### config.mk
export PLATFORM = sky130hd
export DESIGN_NAME = running_min_max_mean_tracker
export DESIGN_NICKNAME = d
export VERILOG_FILES = /design/src/rtl/rmmt_pkg.sv /design/src/rtl/running_min_max_mean_tracker.sv /design/src/rtl/rmmt_divider.sv
export VERILOG_INCLUDE_DIRS = /design/src /design/src/rtl
export SDC_FILE = /design/constraint.sdc
export NUM_CORES = 1
export LEC_CHECK = 0
export ABC_AREA = 1
export BUFFER_PORTS_ARGS = -buffer_cell sky130_fd_sc_hd__buf_2
export CORE_MARGIN = 3
export CORE_UTILIZATION = 65
export DETAILED_ROUTE_END_ITERATION = 6
export PLACE_DENSITY = 0.85
export SETUP_SLACK_MARGIN = 0.15
export SLEW_MARGIN = 20
export SYNTH_ARGS = -nofsm -noshare
export SYNTH_HDL_FRONTEND = slang
export SYNTH_SLANG_ARGS = --single-unit
### constraint.sdc
create_clock -name clk -period 5.78 [get_ports clk]
set_input_delay 0.289 -clock clk [delete_from_list [all_inputs] [get_ports clk]]
set_output_delay 0.289 -clock clk [all_outputs]
set_load 0.02 [all_outputs]
### src/rtl/running_min_max_mean_tracker_assert.svh
// assertion macros for the running min max mean tracker
`ifndef RUNNING_MIN_MAX_MEAN_TRACKER_ASSERT_SVH
`define RUNNING_MIN_MAX_MEAN_TRACKER_ASSERT_SVH

// same-cycle implication under reset
`define RMMT_ASSERT_IMPLY(label, clk, rst_n, ante, cons, msg) \
  label: assert property (@(posedge clk) disable iff (!rst_n) (ante) |-> (cons)) \
    else $error(msg);

// next-cycle implication under reset
`define RMMT_ASSERT_NEXT(label, clk, rst_n, ante, cons, msg) \
  label: assert property (@(posedge clk) disable iff (!rst_n) (ante) |=> (cons)) \
    else $error(msg);

`endif

### src/rtl/rmmt_pkg.sv
// shared types and constants for the running min max mean tracker
package rmmt_pkg;

  localparam int MEAN_FRAC_BITS = 6;

  typedef enum logic {
    CMD_CLEAR  = 1'b0,
    CMD_SAMPLE = 1'b1
  } cmd_t;

  typedef struct packed {
    logic busy;
    logic done;
  } rmmt_div_status_t;

endpackage

### src/rtl/running_min_max_mean_tracker.sv
// running min, max and mean statistics over converter samples
// in channel: in_tuser is the command (0 clears, 1 takes a sample), in_tdata
//   carries the sample code. out channel: one result item per input item,
//   showing the statistics after that item.
// a sample item passes from acceptance through the divide and load states
//   to the result register; the bit-serial divider forms the mean, one
//   quotient bit per cycle over the shifted sum.
// a clear item passes through the load state to the result register.
// in_tready is high only while no item is in progress; the next item is
//   accepted while the previous result still waits in the output register,
//   but the block never takes a new item before it is through with the last.
// if the receiver stalls, the result holds in the output register and the
//   block finishes the current item, then waits before loading the next one.
// synchronous reset (rst_n low) clears all statistics: minimum reads
//   2^SAMPLE_BITS, all other values 0, and no result is pending.
`include "running_min_max_mean_tracker_assert.svh"

module running_min_max_mean_tracker
  import rmmt_pkg::*;
#(
  parameter int SAMPLE_BITS = 10,
  parameter int COUNT_BITS  = 16
) (
  input  logic                                  clk,
  input  logic                                  rst_n,
  input  logic                                  in_tvalid,
  output logic                                  in_tready,
  input  logic [((SAMPLE_BITS+7)/8)*8-1:0]      in_tdata,   // sample_code
  input  logic                                  in_tuser,   // command
  output logic                                  out_tvalid,
  input  logic                                  out_tready,
  // latest_code, minimum_code, maximum_code, mean_code, sample_count
  output logic [((4*SAMPLE_BITS+7+COUNT_BITS+7)/8)*8-1:0] out_tdata
);

  localparam int S      = SAMPLE_BITS;
  localparam int C      = COUNT_BITS;
  localparam int SW     = S + C;
  localparam int MW     = S + MEAN_FRAC_BITS;
  localparam int DW     = SW + MEAN_FRAC_BITS;
  localparam int FLD_W  = 4 * S + 7 + C;
  localparam int OUT_W  = ((FLD_W + 7) / 8) * 8;
  localparam logic [C-1:0] COUNT_MAX = {C{1'b1}};
  localparam logic [S:0]   MIN_INIT  = {1'b1, {S{1'b0}}};

  typedef enum logic [2:0] {
    ST_IDLE = 3'b001,
    ST_DIV  = 3'b010,
    ST_LOAD = 3'b100
  } state_t;

  state_t           state_r, state_nxt;
  logic [S-1:0]     latest_r, latest_nxt;
  logic [S:0]       min_r, min_nxt;
  logic [S-1:0]     max_r, max_nxt;
  logic [SW-1:0]    sum_r, sum_nxt;
  logic [C-1:0]     count_r, count_nxt;
  logic [MW-1:0]    mean_r, mean_nxt;
  logic             out_valid_r, out_valid_nxt;
  logic [OUT_W-1:0] out_data_r, out_data_nxt;
  logic [S-1:0]     code;
  logic             div_start;
  logic [MW-1:0]    quotient;
  rmmt_div_status_t div_status;

  assign code = in_tdata[S-1:0];

  rmmt_divider #(
    .DIVIDEND_BITS (DW),
    .DIVISOR_BITS  (C),
    .QUOTIENT_BITS (MW)
  ) u_div (
    .clk      (clk),
    .rst_n    (rst_n),
    .start    (div_start),
    .dividend ({sum_nxt, {MEAN_FRAC_BITS{1'b0}}}),
    .divisor  (count_nxt),
    .quotient (quotient),
    .status   (div_status)
  );

  always_comb begin
    state_nxt     = state_r;
    latest_nxt    = latest_r;
    min_nxt       = min_r;
    max_nxt       = max_r;
    sum_nxt       = sum_r;
    count_nxt     = count_r;
    mean_nxt      = mean_r;
    out_valid_nxt = out_valid_r;
    out_data_nxt  = out_data_r;
    div_start     = 1'b0;
    if (out_valid_r && out_tready) begin
      out_valid_nxt = 1'b0;
    end
    case (state_r)
      ST_IDLE: begin
        if (in_tvalid) begin
          if (in_tuser == CMD_CLEAR) begin
            latest_nxt = '0;
            min_nxt    = MIN_INIT;
            max_nxt    = '0;
            sum_nxt    = '0;
            count_nxt  = '0;
            mean_nxt   = '0;
            state_nxt  = ST_LOAD;
          end else begin
            latest_nxt = code;
            if (code > max_r) begin
              max_nxt = code;
            end
            if ({1'b0, code} < min_r) begin
              min_nxt = {1'b0, code};
            end
            if (count_r != COUNT_MAX) begin
              count_nxt = count_r + C'(1);
              sum_nxt   = sum_r + SW'(code);
            end
            div_start = 1'b1;
            state_nxt = ST_DIV;
          end
        end
      end
      ST_DIV: begin
        if (div_status.done) begin
          mean_nxt  = quotient;
          state_nxt = ST_LOAD;
        end
      end
      ST_LOAD: begin
        if (!out_valid_r || out_tready) begin
          out_valid_nxt = 1'b1;
          out_data_nxt  = OUT_W'({count_r, mean_r, max_r, min_r, latest_r});
          state_nxt     = ST_IDLE;
        end
      end
      default: begin
        state_nxt = ST_IDLE;
      end
    endcase
  end

  always_ff @(posedge clk) begin
    if (!rst_n) begin
      state_r     <= ST_IDLE;
      latest_r    <= '0;
      min_r       <= MIN_INIT;
      max_r       <= '0;
      sum_r       <= '0;
      count_r     <= '0;
      mean_r      <= '0;
      out_valid_r <= 1'b0;
    end else begin
      state_r     <= state_nxt;
      latest_r    <= latest_nxt;
      min_r       <= min_nxt;
      max_r       <= max_nxt;
      sum_r       <= sum_nxt;
      count_r     <= count_nxt;
      mean_r      <= mean_nxt;
      out_valid_r <= out_valid_nxt;
    end
  end

  always_ff @(posedge clk) begin
    out_data_r <= out_data_nxt;
  end

  assign in_tready  = (state_r == ST_IDLE);
  assign out_tvalid = out_valid_r;
  assign out_tdata  = out_data_r;

  `RMMT_ASSERT_IMPLY(a_ready_div_idle, clk, rst_n, in_tready, !div_status.busy,
    "input ready while divider busy")
  `RMMT_ASSERT_IMPLY(a_done_in_div, clk, rst_n, div_status.done, state_r == ST_DIV,
    "divider done outside divide state")
  `RMMT_ASSERT_IMPLY(a_empty_sum, clk, rst_n, count_r == '0, sum_r == '0,
    "nonzero sum with zero count")
  `RMMT_ASSERT_IMPLY(a_min_le_max, clk, rst_n, count_r != '0, min_r <= {1'b0, max_r},
    "minimum above maximum")
  `RMMT_ASSERT_NEXT(a_sample_starts_div, clk, rst_n, div_start, div_status.busy,
    "divider did not start")

endmodule

### src/rtl/rmmt_divider.sv
// iterative restoring divider, one quotient bit per cycle
module rmmt_divider
  import rmmt_pkg::*;
#(
  parameter int DIVIDEND_BITS = 32,
  parameter int DIVISOR_BITS  = 16,
  parameter int QUOTIENT_BITS = 16
) (
  input  logic                     clk,
  input  logic                     rst_n,
  input  logic                     start,
  input  logic [DIVIDEND_BITS-1:0] dividend,
  input  logic [DIVISOR_BITS-1:0]  divisor,
  output logic [QUOTIENT_BITS-1:0] quotient,
  output rmmt_div_status_t         status
);

  localparam int CNT_W = $clog2(DIVIDEND_BITS + 1);

  logic [DIVIDEND_BITS-1:0] dq_r, dq_nxt;
  logic [DIVISOR_BITS-1:0]  rem_r, rem_nxt;
  logic [DIVISOR_BITS-1:0]  dvs_r, dvs_nxt;
  logic [CNT_W-1:0]         cnt_r, cnt_nxt;
  logic                     busy_r, busy_nxt;
  logic                     done_r, done_nxt;
  logic [DIVISOR_BITS:0]    shifted;
  logic [DIVISOR_BITS:0]    diff;
  logic                     ge;

  assign shifted = {rem_r, dq_r[DIVIDEND_BITS-1]};
  assign ge      = shifted >= {1'b0, dvs_r};
  assign diff    = shifted - {1'b0, dvs_r};

  always_comb begin
    dq_nxt   = dq_r;
    rem_nxt  = rem_r;
    dvs_nxt  = dvs_r;
    cnt_nxt  = cnt_r;
    busy_nxt = busy_r;
    done_nxt = 1'b0;
    if (start) begin
      dq_nxt   = dividend;
      rem_nxt  = '0;
      dvs_nxt  = divisor;
      cnt_nxt  = CNT_W'(DIVIDEND_BITS);
      busy_nxt = 1'b1;
    end else if (busy_r) begin
      dq_nxt  = {dq_r[DIVIDEND_BITS-2:0], ge};
      rem_nxt = ge ? diff[DIVISOR_BITS-1:0] : shifted[DIVISOR_BITS-1:0];
      cnt_nxt = cnt_r - CNT_W'(1);
      if (cnt_r == CNT_W'(1)) begin
        busy_nxt = 1'b0;
        done_nxt = 1'b1;
      end
    end
  end

  always_ff @(posedge clk) begin
    if (!rst_n) begin
      cnt_r  <= '0;
      busy_r <= 1'b0;
      done_r <= 1'b0;
    end else begin
      cnt_r  <= cnt_nxt;
      busy_r <= busy_nxt;
      done_r <= done_nxt;
    end
  end

  always_ff @(posedge clk) begin
    dq_r  <= dq_nxt;
    rem_r <= rem_nxt;
    dvs_r <= dvs_nxt;
  end

  assign quotient    = dq_r[QUOTIENT_BITS-1:0];
  assign status.busy = busy_r;
  assign status.done = done_r;

endmodule

# --- Word level (Yosys, flattened, before mapping) ---
# Cells that the tools add are included.
totals:
  wordCells: 87
  regBits: 228
  inputBits: 21
classes:
  order_cmp: 3
  n_eq_ne: 11
  n_reduce_logical: 13
  n_mux: 37
  add_sub_neg: 4
  bitwise: 2
op_table:
  columns: ["cell", "count"]
  rows:
  - ["two-way mux 16 bit", 8]
  - ["two-way mux 26 bit", 4]
  - ["two-way mux 32 bit", 2]
  - ["case mux 16 bit (2 select lines)", 1]
  - ["two-way mux 10 bit", 3]
  - ["adder 26 x 10 -> 26 bit", 1]
  - ["two-way mux 11 bit", 2]
  - [">= comparator 17 x 16 -> 1 bit", 1]
  - ["adder 16 x 1 -> 16 bit (second input constant)", 1]
  - ["inequality test 16 bit (second input constant)", 1]
  - ["subtractor 16 bit", 1]
  - ["two-way mux 3 bit", 4]
  - ["two-way mux 6 bit", 2]
  - ["< comparator 10 x 11 -> 1 bit", 1]
  - ["greater-than comparator 10 bit", 1]
  - ["two-way mux 1 bit", 10]
  - ["case mux 3 bit (3 select lines)", 1]
  - ["AND reduction 3 bit", 3]
  - ["== test 6 x 1 -> 1 bit (second input constant)", 1]
  - ["inequality test 2 x 1 -> 1 bit (second input constant)", 3]
  - ["inequality test 2 bit (second input constant)", 3]
  - ["subtractor 6 x 1 -> 6 bit (second input constant)", 1]
  - ["AND reduction 2 bit", 2]
  - ["AND reduction 4 bit", 1]
  - ["10 further kinds", 12]

# --- Longest topological paths before layout ---
# Gate-level depths: netlist of the first run.
logic_depth:
  ltp_word: 6
  ltp_mapped: 17
  ltp_nobuf: 16

# --- Cells and area by module ---
# A second synthesis of the first run with hierarchy kept.
unflattened:
  cells_unflattened: 1443
  hier_area_um2: 11695.0
modules_own_cells:
  columns: ["mod", "seq_area_each_um2", "area_per_inst_um2", "cells_per_inst", "instances"]
  rows:
  - ["running_min_max_mean_tracker", 3753.6, 7517.2, 901, 1]
  - ["rmmt_divider", 1921.8, 4177.8, 542, 1]

# --- Worst setup path after synthesis of the first run ---
# OpenSTA, ideal clock, no wires.
synth_timing:
  path_kind: "register -> register"
  from: "register state_r[2]"
  to: "register out_data_r[0], in the netlist out_tdata[0], enable pin"
  slack_ns: 2.045
  setup_time_ns: 0.484
  period_less_slack_ns: 3.735
  required_ns: 5.296
  arrival_time_ns: 3.251
  path_stages_with_launch: 5
  cell_sequence: "dfxtp_1 -> inv_1 -> nor3_1 -> inv_1 -> nor2_1"
synth_via:
  elab_chain_len: 2
synth_rtl:
  columns: ["element", "line", "rtl"]
  rows:
  - ["start: declaration", "running_min_max_mean_tracker.sv:52", "state_t state_r, state_nxt;"]
  - ["start signal: assignment", "running_min_max_mean_tracker.sv:154", "state_r <= state_nxt;"]
  - ["== test 3 bit", "running_min_max_mean_tracker.sv:96", "case (state_r)"]
  - ["AND reduction 2 bit (no line)", null, null]
  - ["end signal: assignment", "running_min_max_mean_tracker.sv:166", "out_data_r <= out_data_nxt;"]
  - ["end: declaration", "running_min_max_mean_tracker.sv:60", "logic [OUT_W-1:0] out_data_r, out_data_nxt;"]
# No other way between the ends.
# A chain may end at the register's enable or synchronous reset.

# --- Worst setup path after layout of the first run ---
layout_timing:
  from: "register state_r[1]"
  to: "register u_div.dq_r[4]"
layout_via:
  elab_chain_len: 2
layout_rtl:
  columns: ["element", "line", "rtl"]
  rows:
  - ["== test 3 x 1 -> 1 bit", "running_min_max_mean_tracker.sv:96", null]
  - ["two-way mux 1 bit", "running_min_max_mean_tracker.sv:96", null]
  - ["end signal: assignment", "rmmt_divider.sv:71", "dq_r <= dq_nxt;"]
  - ["end: declaration", "rmmt_divider.sv:20", "logic [DIVIDEND_BITS-1:0] dq_r, dq_nxt;"]
# No other way between the ends.

==> results of run 1 <==
path summary, 6_finish.rpt:
kind / startpoint / to / slack (ns) / depth (start not counted)
min reg2reg: mean_r[12] / out_tdata[43] / 0.43 / 0
min: rst_n / state_r[0] / 0.07 / 2
max: state_r[1] / u_div.dq_r[4] / 2.48 / 9
max reg2reg: state_r[1] / u_div.dq_r[4] / 2.48 / 9
per-layer routing:
metal  part of all wire  vias up  wire length (um)
li1                   -     4823                 -
met1               0.41     4605             11370
met2               0.48      415             13290
met3              0.078       79              2164
met4              0.035        0               968
met5                  0        -                 0
final cells by class:
| cell class | count | area, um2 |
|---|---|---|
| Clock buffer | 34 | 669.4 |
| Clock inverter | 10 | 120.1 |
| Fill cell | 1250 | 4173 |
| Inverter | 184 | 693.2 |
| Multi-Input combinational cell | 961 | 4847 |
| Sequential cell | 228 | 5615 |
| Tap cell | 220 | 275.3 |
| Timing Repair Buffer | 83 | 425.4 |
synthesized netlist by cell type (2+ instances only):
cell type  number
nand2_1       406
fa_1            2
a21o_1          2
nor3_1         20
or2_2           4
a22oi_1         5
o21ai_0        39
buf_2          10
dfxtp_1       123
a21oi_1       100
ha_1           48
inv_2           9
edfxtp_1      105
o21a_1          2
nor2_2          3
and2_1          2
nand2_2         3
nand3b_1        6
inv_1         174
nor3_4          3
nand4_1        35
nand3_1       150
buf_4           4
o21ai_1         5
buf_1           7
o21bai_1        5
o211ai_1        8
nor2_1         89
xor2_1         11
clkbuf_1       24
per-stage QoR:
step	std cells	worst slack [ns]	area (um2)
finish	1720	2.480	12650
global route	1720	2.172	12650
CTS	1720	2.131	12640
detailed placement	1676	2.114	11850
global placement	1676	2.268	11850
floorplan	1418	2.045	11340
kinds of logic after synthesis:
kind of cell / Yosys count / share of synthesized area
other: 1 / 0.0003306
xor gates and xnor gates: 12 / 0.009266
buffers and inverters: 229 / 0.07844
and+or+nand+nor: 725 / 0.2770
AOI/OAI and AO/OA: 173 / 0.08340
adders and majority gates: 50 / 0.05648
DFF: 228 / 0.4951
power by group through the flow:
stage,Combinational (uW),Clock [uW],Sequential [uW]
CTS,1090,1560,1920
global placement,1050,0,1950
global route,1250,1620,1930
floorplan,830,0,1940
finish,1110,1550,1920
detailed placement,1080,0,1950
placed cells by master (no fill, tap or decap), drive strengths merged, types with 2 or more instances in the layout:
cell type  instances
nand2            409
inv              184
nand3            150
dfxtp            123
edfxtp           105
a21oi            100
nor2              93
buf               83
ha                48
o21ai             45
nand4             36
clkbuf            34
nor3              23
xor2              11
o211ai             8
clkinv             7
nand3b             6
o21bai             5
a22oi              5
or2                4
bufinv             3
a21o               2
o21a               2
and2               2
fa                 2
state kept, by name, indices dropped and copies added (netlist names):
signal,flops
u_div.rem_r,16
count_r,16
out_tvalid,1
u_div.done_r,1
u_div.busy_r,1
u_div.dvs_r,16
max_r,10
sum_r,26
mean_r,16
min_r,11
state_r,3
latest_r,10
out_tdata,63
u_div.dq_r,32
u_div.cnt_r,6
worst register-to-register path, cell delays in order, from the launching register on:
cell and delay [ns]:
dfxtp_1 0.34, nor3_4 0.51, inv_4 0.28, nor3_4 0.18
buf_4 0.44, inv_2 0.38, nand2_2 0.60, inv_2 0.18
a22oi_1 0.22, inv_1 0.06
==> impl_metrics.tcl, run 1 <==
set metrics [dict create \
    outcome "finished clean" \
    hpwl_um 19100 \
    clock_latency_ns 0.51 \
    crit_arrival_ns 3.70 \
    drv_cap 0 \
    rows 47 \
    rsz0062_at_grt "false" \
    syn_avg_cell_area_um2 7.999 \
    die_w_um 138.1 \
    layout_min_cycle_time_ns 3.300 \
    clockBufferDepth 3 \
    cts_resized 0 \
    power_frac_seq 0.420 \
    ctsRootBufferMaster "clkbuf_16" \
    path_cells "nor3_4, inv_4, nor3_4, buf_4, inv_2, nand2_2, inv_2, a22oi_1, inv_1" \
    holdWs_ns 0.07293 \
    yosysWarnings 0 \
    cts_tree "done" \
    peakVddDrop_v 0.0002837 \
    fin_worst_skew_ns 0.01436 \
    cts.hold.buffers_added 0 \
    h-tree-depth 1 \
    leakagePower_uw 0.005642 \
    drive_gt1_frac 0.09667 \
    hold_class "in -> reg" \
    area_delta_synth_final_pct 11.49 \
    total_power_uw 4579 \
    max_freq_ghz 0.3030 \
    firstDrtPassIters 5 \
    critPathMaxStageDelay_ns 0.59 \
    worst_path_max_delay_cell "nand2_2" \
    grt.met1_usage 0.3725 \
    synth_nets 1489 \
    use_met2 0.4746 \
    synth_top_cell_area_share 0.2780 \
    busiest_layer "met2" \
    path_class "reg -> reg" \
    core_region_area_um2 16820 \
    met3_usage 0.04075 \
    routed_wl_um 27790 \
    fin_nets 1553 \
    post_cts_buffers 0 \
    routed_via_density 5.769 \
    p_int_uw 3112 \
    drtIter0Drc 906 \
    grt_max_degree 91 \
    dieArea_um2 19070 \
    synth.area.top_cells "edfxtp_1, dfxtp_1, nand2_1, nand3_1, inv_1" \
    synth_seq_cells 228 \
    clock_sinks 228 \
    synth_ff_type "dfxtp_1" \
    io_buffers 79 \
    gp_congestion 0.9192 \
    start_util 0.6744 \
    synth_area_leader_cell "edfxtp_1" \
    synthCells 1418 \
    finalSetupTns_ns 0 \
    worst_slew_pin_slew_ns 1.007 \
    gr-usage-all-layers 0.2801 \
    cp_num_buf_inv 5 \
    clock_power_share 0.339 \
    first_global_vias 9116 \
    vias 9922 \
    worstSetupStartpointType "flop" \
    crit_family "buffers and inverters" \
    synth-edff-count 105 \
    power_frac_comb 0.242 \
    slew-limit-headroom 0.3284 \
    clkSlewWorstSetupHoldPaths_ns 0.06 \
    die_h_um 138.1 \
    seq_area_frac_synth 0.4951 \
    cp_max_fo 40 \
    drc_errors 0 \
    antenna_found_initial 0 \
    globalRouteOverflowTotal 0 \
    fin_crit_sh 0.5709 \
    utilization 0.7519 \
    numCtsBuffers 24 \
    setup_violations 0 \
    grt_pass1_wl_um 44760 \
    ant_nets 0 \
    end_kind "flop" \
    switching_power_uw 1468 \
    synthArstFlopShare 0 \
    finalMaxSlewViolations 0 \
    pin_count 87 \
    yosysUniqueCellTypes 44 \
    antenna_cells 0 \
    pwr_density_cell_nw_per_um2 362.1 \
    swShare 0.3205 \
    netlist_area_um2 11340 \
    wl_per_cell_um 16.16 \
    cp_data_required_time_ns 6.18 \
    hold_viol 0 \
]
Power figures use the tool's default switching activity.
==> inputs of run 2 (changes only) <==
--- a/config.mk
+++ b/config.mk
@@ -6,12 +6,12 @@
 export SDC_FILE = /design/constraint.sdc
 export NUM_CORES = 1
 export LEC_CHECK = 0
-export ABC_AREA = 1
+export ABC_AREA = 0
 export BUFFER_PORTS_ARGS = -buffer_cell sky130_fd_sc_hd__buf_2
 export CORE_MARGIN = 3
-export CORE_UTILIZATION = 65
+export CORE_UTILIZATION = 54
 export DETAILED_ROUTE_END_ITERATION = 6
-export PLACE_DENSITY = 0.85
+export PLACE_DENSITY = 0.76
 export SETUP_SLACK_MARGIN = 0.15
 export SLEW_MARGIN = 20
 export SYNTH_ARGS = -nofsm -noshare
==> constraint.sdc (replaced) <==
create_clock -name clk -period 2.84 [get_ports clk]
set_input_delay 0.142 -clock clk [delete_from_list [all_inputs] [get_ports clk]]
set_output_delay 0.142 -clock clk [all_outputs]
set_load 0.02 [all_outputs]
==> impl_metrics.tcl, run 2 <==
set metrics [dict create \
    firstDrtPassIters 5 \
    gp_congestion 0.9156 \
    drive_gt1_frac 0.1463 \
    num-fill-cells 1621 \
    yosysUniqueCellTypes 68 \
    h-tree-depth 1 \
    leakagePower_uw 0.004977 \
    die_w_um 148.1 \
    hpwl_um 18240 \
    layout_common_cells "dfxtp_1, edfxtp_1, nand2_1, nand3_1, o21ai_0" \
    wl_per_cell_um 17.21 \
    setup_violations 0 \
    routed_wl_um 25840 \
    fin_worst_skew_ns 0.01587 \
    synth_top_cell_area_share 0.2893 \
    first_global_vias 8437 \
    synth_common_cells "dfxtp_1, edfxtp_1, nand2_1" \
    largest_register_ffs 63 \
    rsz0062_at_grt "true" \
    synthCells 1116 \
    drv_cap 0 \
    ctsRootBufferMaster "clkbuf_16" \
    clockBufferDepth 3 \
    pwr_density_cell_nw_per_um2 709.1 \
    outcome "finished clean" \
    worstSetupStartpointType "flop" \
    clock_sinks 228 \
    startpoint "count_r[0]" \
    drc_errors 0 \
    antenna_cells 0 \
    syn_avg_cell_area_um2 9.765 \
    rows 51 \
    synth_area_leader_cell "edfxtp_1" \
    dp_cells 1449 \
    routed_via_density 5.786 \
    synth_ff_type "dfxtp_1" \
    use_met2 0.3971 \
    min_from "in_tdata[1]" \
    core_region_area_um2 19650 \
    busiest_layer "met2" \
    globalRouteOverflowTotal 0 \
    dieArea_um2 21920 \
    worst_path_max_delay_cell "or4_4" \
    synthArstFlopShare 0 \
    final_common_cell "dfxtp_1" \
    gr-usage-all-layers 0.2309 \
    crit_family "simple AND/OR/NAND/NOR gates" \
    met3_usage 0.03108 \
    r2r_start "count_r[0]" \
    finalMaxSlewViolations 0 \
    yosysWarnings 0 \
    hold_class "in -> reg" \
    synth_most_common_cell "dfxtp_1" \
    cp_max_fo 13 \
    clock_latency_ns 0.52 \
    synth_nets 1187 \
    cp_data_required_time_ns 3.11 \
    grt_pass1_wl_um 41680 \
    clkSlewWorstSetupHoldPaths_ns 0.06 \
    layout_min_cycle_time_ns 2.581 \
    fin_cells 1502 \
    synth-edff-count 105 \
    crit_arrival_ns 2.85 \
    vias 8691 \
    synth_seq_cells 228 \
    die_h_um 148.1 \
    multi_input_area_um2 4860 \
    grt.met1_usage 0.2992 \
    slew-limit-headroom 0.5410 \
    numCtsBuffers 24 \
    drtIter0Drc 637 \
    fin_crit_sh 0.9090 \
    critPathMaxStageDelay_ns 0.59 \
    hold_viol 0 \
    max_freq_ghz 0.3874 \
    fin_nets 1290 \
    seq_area_frac_synth 0.5153 \
    grt_max_degree 51 \
    start_util 0.5545 \
    io_buffers 79 \
    cts_tree "done" \
    worst_slew_pin_slew_ns 0.6860 \
    pin_count 87 \
    path_class "reg -> reg" \
    peakVddDrop_v 0.0005381 \
    antenna_found_initial 0 \
    synth.area.top_cells "edfxtp_1, dfxtp_1, ha_1, nand3_1, o21ai_0" \
    end_kind "flop" \
    finalSetupTns_ns 0 \
    path_cells "ha_1, nand2_1, or4_4, o21a_4, and3_4, and2_4, nor2b_1, a22o_1" \
    ant_nets 0 \
    area_delta_synth_final_pct 16.15 \
    netlist_area_um2 10900 \
    seq_area_um2 5617 \
    cp_num_buf_inv 0 \
]
==> run 2: cell families after synthesis <==
kind of cell,count (synthesis),synth area share
flops,228,0.5153
buf+inv,112,0.04202
other cells,1,0.0003441
mux,26,0.02400
xor+xnor,32,0.02572
fa+ha+maj,50,0.05878
simple gates,371,0.1653
compound gates,296,0.1685
==> run 2: final cells by class <==
cell class / instances / area share
Multi-Input combinational cell: 776 / 0.3839
Clock buffer: 35 / 0.05397
Inverter: 57 / 0.01690
Tap cell: 265 / 0.02619
Timing Repair Buffer: 132 / 0.06721
Sequential cell: 228 / 0.4437
Clock inverter: 9 / 0.008105
==> run 2: tightest hold or removal path, stage by stage <==
cell and delay (ns):
buf_2 0.17, nand3_1 0.12, mux2i_1 0.07
==> run 2: through the flow <==
stage / setup WS [ns] / hold WS [ns] / cell area, um2 / utilization / power [uW]
floorplan: 0.3696 / 0.2981 / 10900 / - / 5300
global placement: 0.2342 / 0.4130 / 11750 / 0.5980 / 5813
detailed placement: 0.1911 / 0.4190 / 11750 / 0.5980 / 5874
CTS: 0.1802 / 0.01326 / 12620 / 0.6421 / 8979
global route: 0.07851 / 0.04112 / 12660 / 0.6441 / 9404
finish: 0.2586 / 0.03375 / 12660 / 0.6441 / 8976
==> run 2: where the power goes <==
part           total [uW]  internal (uW)  leakage [uW]  switching, uW
logic                2050            825       0.00252           1220
clock network        3110           1860      0.000384           1250
registers            3820           3660       0.00207            163
==> run 2: worst paths after layout <==
kind                    endpoint  slack (ns)  depth (start not counted)
hold reg to reg     out_tdata[2]        0.43                          0
setup / recovery  u_div.dvs_r[7]        0.26                          8
setup reg to reg  u_div.dvs_r[7]        0.26                          8
hold / removal          max_r[1]        0.03                          3
==> run 2: timing repair <==
item	CTS	global route
resized for setup	0	7
hold buffers	8	0
setup endpoints to repair	0	25
setup buffers	0	1
hold endpoints to repair	19	0
==> run 2: layer usage <==
layer	share of wire	wire [um]
met5	0	0
met4	0.035	906
met3	0.051	1315
met2	0.49	12710
met1	0.42	10910
==> inputs of run 3 (changes only) <==
--- a/config.mk
+++ b/config.mk
@@ -8,9 +8,9 @@
 export LEC_CHECK = 0
 export ABC_AREA = 0
 export BUFFER_PORTS_ARGS = -buffer_cell sky130_fd_sc_hd__buf_2
-export CORE_MARGIN = 3
 export CORE_UTILIZATION = 54
 export DETAILED_ROUTE_END_ITERATION = 6
+export GPL_TIMING_DRIVEN = 0
 export PLACE_DENSITY = 0.76
 export SETUP_SLACK_MARGIN = 0.15
 export SLEW_MARGIN = 20
==> impl_metrics.tcl, run 3 (synthesis results as in run 2) <==
set metrics [dict create \
    routed_wl_um 26510 \
    hpwl_um 19190 \
    final_common_cell "dfxtp_1" \
    clockBufferDepth 3 \
    power_frac_comb 0.239 \
    die_h_um 144.1 \
    drc_errors 0 \
    layout_min_cycle_time_ns 2.722 \
    ant_nets 0 \
    switching_power_uw 2657 \
    start_util 0.5545 \
    wl_per_cell_um 17.48 \
    cp_max_fo 10 \
    worst_slew_pin_slew_ns 0.8285 \
    routed_via_density 5.840 \
    pwr_density_cell_nw_per_um2 687.1 \
    fin_ws_ns 0.1184 \
    first_global_vias 8243 \
    max_freq_ghz 0.3674 \
    fin_crit_sh 0.9583 \
    fin_worst_skew_ns 0.01779 \
    p_int_uw 6031 \
    layout_common_cells "dfxtp_1, edfxtp_1, nand2_1, nand3_1, o21ai_0" \
    power_frac_seq 0.440 \
    num-fill-cells 1634 \
    swShare 0.3058 \
    largest_register_ffs 63 \
    cp_data_required_time_ns 3.08 \
    pin_count 87 \
    fin_nets 1307 \
    dieArea_um2 20750 \
    vias 8860 \
    clkSlewWorstSetupHoldPaths_ns 0.07 \
    rows 51 \
    antenna_cells 0 \
    gr-usage-all-layers 0.2589 \
    grt_max_degree 44 \
    hold_viol 0 \
    leakagePower_uw 0.004886 \
    crit_arrival_ns 2.96 \
    final_area_um2 12640 \
    globalRouteOverflowTotal 0 \
    cts_tree "done" \
    clock_latency_ns 0.51 \
    rsz0062_at_grt "true" \
    drive_gt1_frac 0.1454 \
    die_w_um 144.1 \
    hold_class "in -> reg" \
    core_region_area_um2 19650 \
    grt_pass1_wl_um 41690 \
    end_kind "flop" \
    io_buffers 77 \
    ctsRootBufferMaster "clkbuf_16" \
    outcome "finished clean" \
    clock_sinks 228 \
    finalMaxSlewViolations 0 \
    firstDrtPassIters 6 \
    path_class "reg -> reg" \
    slew-limit-headroom 0.4457 \
    area_delta_synth_final_pct 16.02 \
    drv_cap 0 \
    clock_power_share 0.321 \
    worstSetupStartpointType "flop" \
    peakVddDrop_v 0.0004956 \
    setup_violations 0 \
    antenna_found_initial 0 \
    gp_congestion 0.9311 \
    place_area_um2 11640 \
    numCtsBuffers 23 \
    drtIter0Drc 673 \
    preCtsSetupSlack_ns -0.1924 \
    h-tree-depth 1 \
]
==> run 3: final timing paths <==
kind	start	endpoint	slack [ns]	cells after the start
worst min register to register	latest_r[3]	out_tdata[3]	0.43	0
worst min-delay path	in_tdata[7]	min_r[7]	0.03	3
worst max register to register	state_r[2]	u_div.dq_r[18]	0.12	8
worst max-delay path	state_r[2]	u_div.dq_r[18]	0.12	8
==> run 3: through the flow <==
step / utilization / hold slack, ns / cells / setup TNS [ns] / total power [uW]
5_1_grt: 0.6433 / 0.02297 / 1517 / 0 / 9090
4_1_cts: 0.6361 / 0.006685 / 1510 / 0 / 8622
6_report: 0.6433 / 0.02801 / 1517 / 0 / 8688
3_3_place_gp: 0.5910 / 0.4143 / 1458 / -27.69 / 5749
2_1_floorplan: - / 0.2981 / 1116 / 0 / 5300
3_5_place_dp: 0.5924 / 0.4158 / 1459 / -1.873 / 5809
==> run 3: final cells by class <==
class / instances / area [um2] / share of cell area
Timing Repair Buffer: 95 / 548.0 / 0.04334
Buffer: 55 / 271.5 / 0.02147
Clock buffer: 32 / 639.4 / 0.05057
Tap cell: 265 / 331.6 / 0.02622
Clock inverter: 9 / 48.80 / 0.003859
Multi-Input combinational cell: 776 / 4964 / 0.3926
Sequential cell: 228 / 5627 / 0.4450
Inverter: 57 / 214.0 / 0.01692
==> run 3: worst max-delay path, stage by stage, from the launching register on <==
cell      delay (ns)
dfxtp_1         0.37
or3b_1          0.40
buf_2           0.17
clkinv_1        0.16
nand2_1         0.35
nor2_4          0.31
a41oi_1         0.16
a31oi_1         0.40
o21ai_0         0.13
==> run 3: per-layer routing <==
layer / part of all wire / global-route usage / up-vias / routed length, um
li1: - / - / 4292 / -
met1: 0.42 / 0.3314 / 4214 / 11110
met2: 0.49 / 0.4414 / 297 / 12990
met3: 0.062 / 0.03808 / 57 / 1647
met4: 0.029 / 0.09854 / 0 / 761
met5: 0 / 0 / - / 0
==> run 3: power groups by stage <==
stage / Sequential [uW] / Clock, uW / Combinational [uW]
6_report: 3820 / 2790 / 2080
5_1_grt: 3850 / 2960 / 2280
4_1_cts: 3820 / 2810 / 1990
3_5_place_dp: 3890 / 0 / 1920
3_3_place_gp: 3880 / 0 / 1870
2_1_floorplan: 3840 / 0 / 1460
==> run 3: repair_timing <==
item / 4_1_cts / 5_1_grt
resized for setup: 19 / 35
pin swaps: 2 / 3
hold buffers: 6 / 0
hold endpoints to repair: 8 / 0
setup buffers: 4 / 7
setup endpoints to repair: 70 / 78
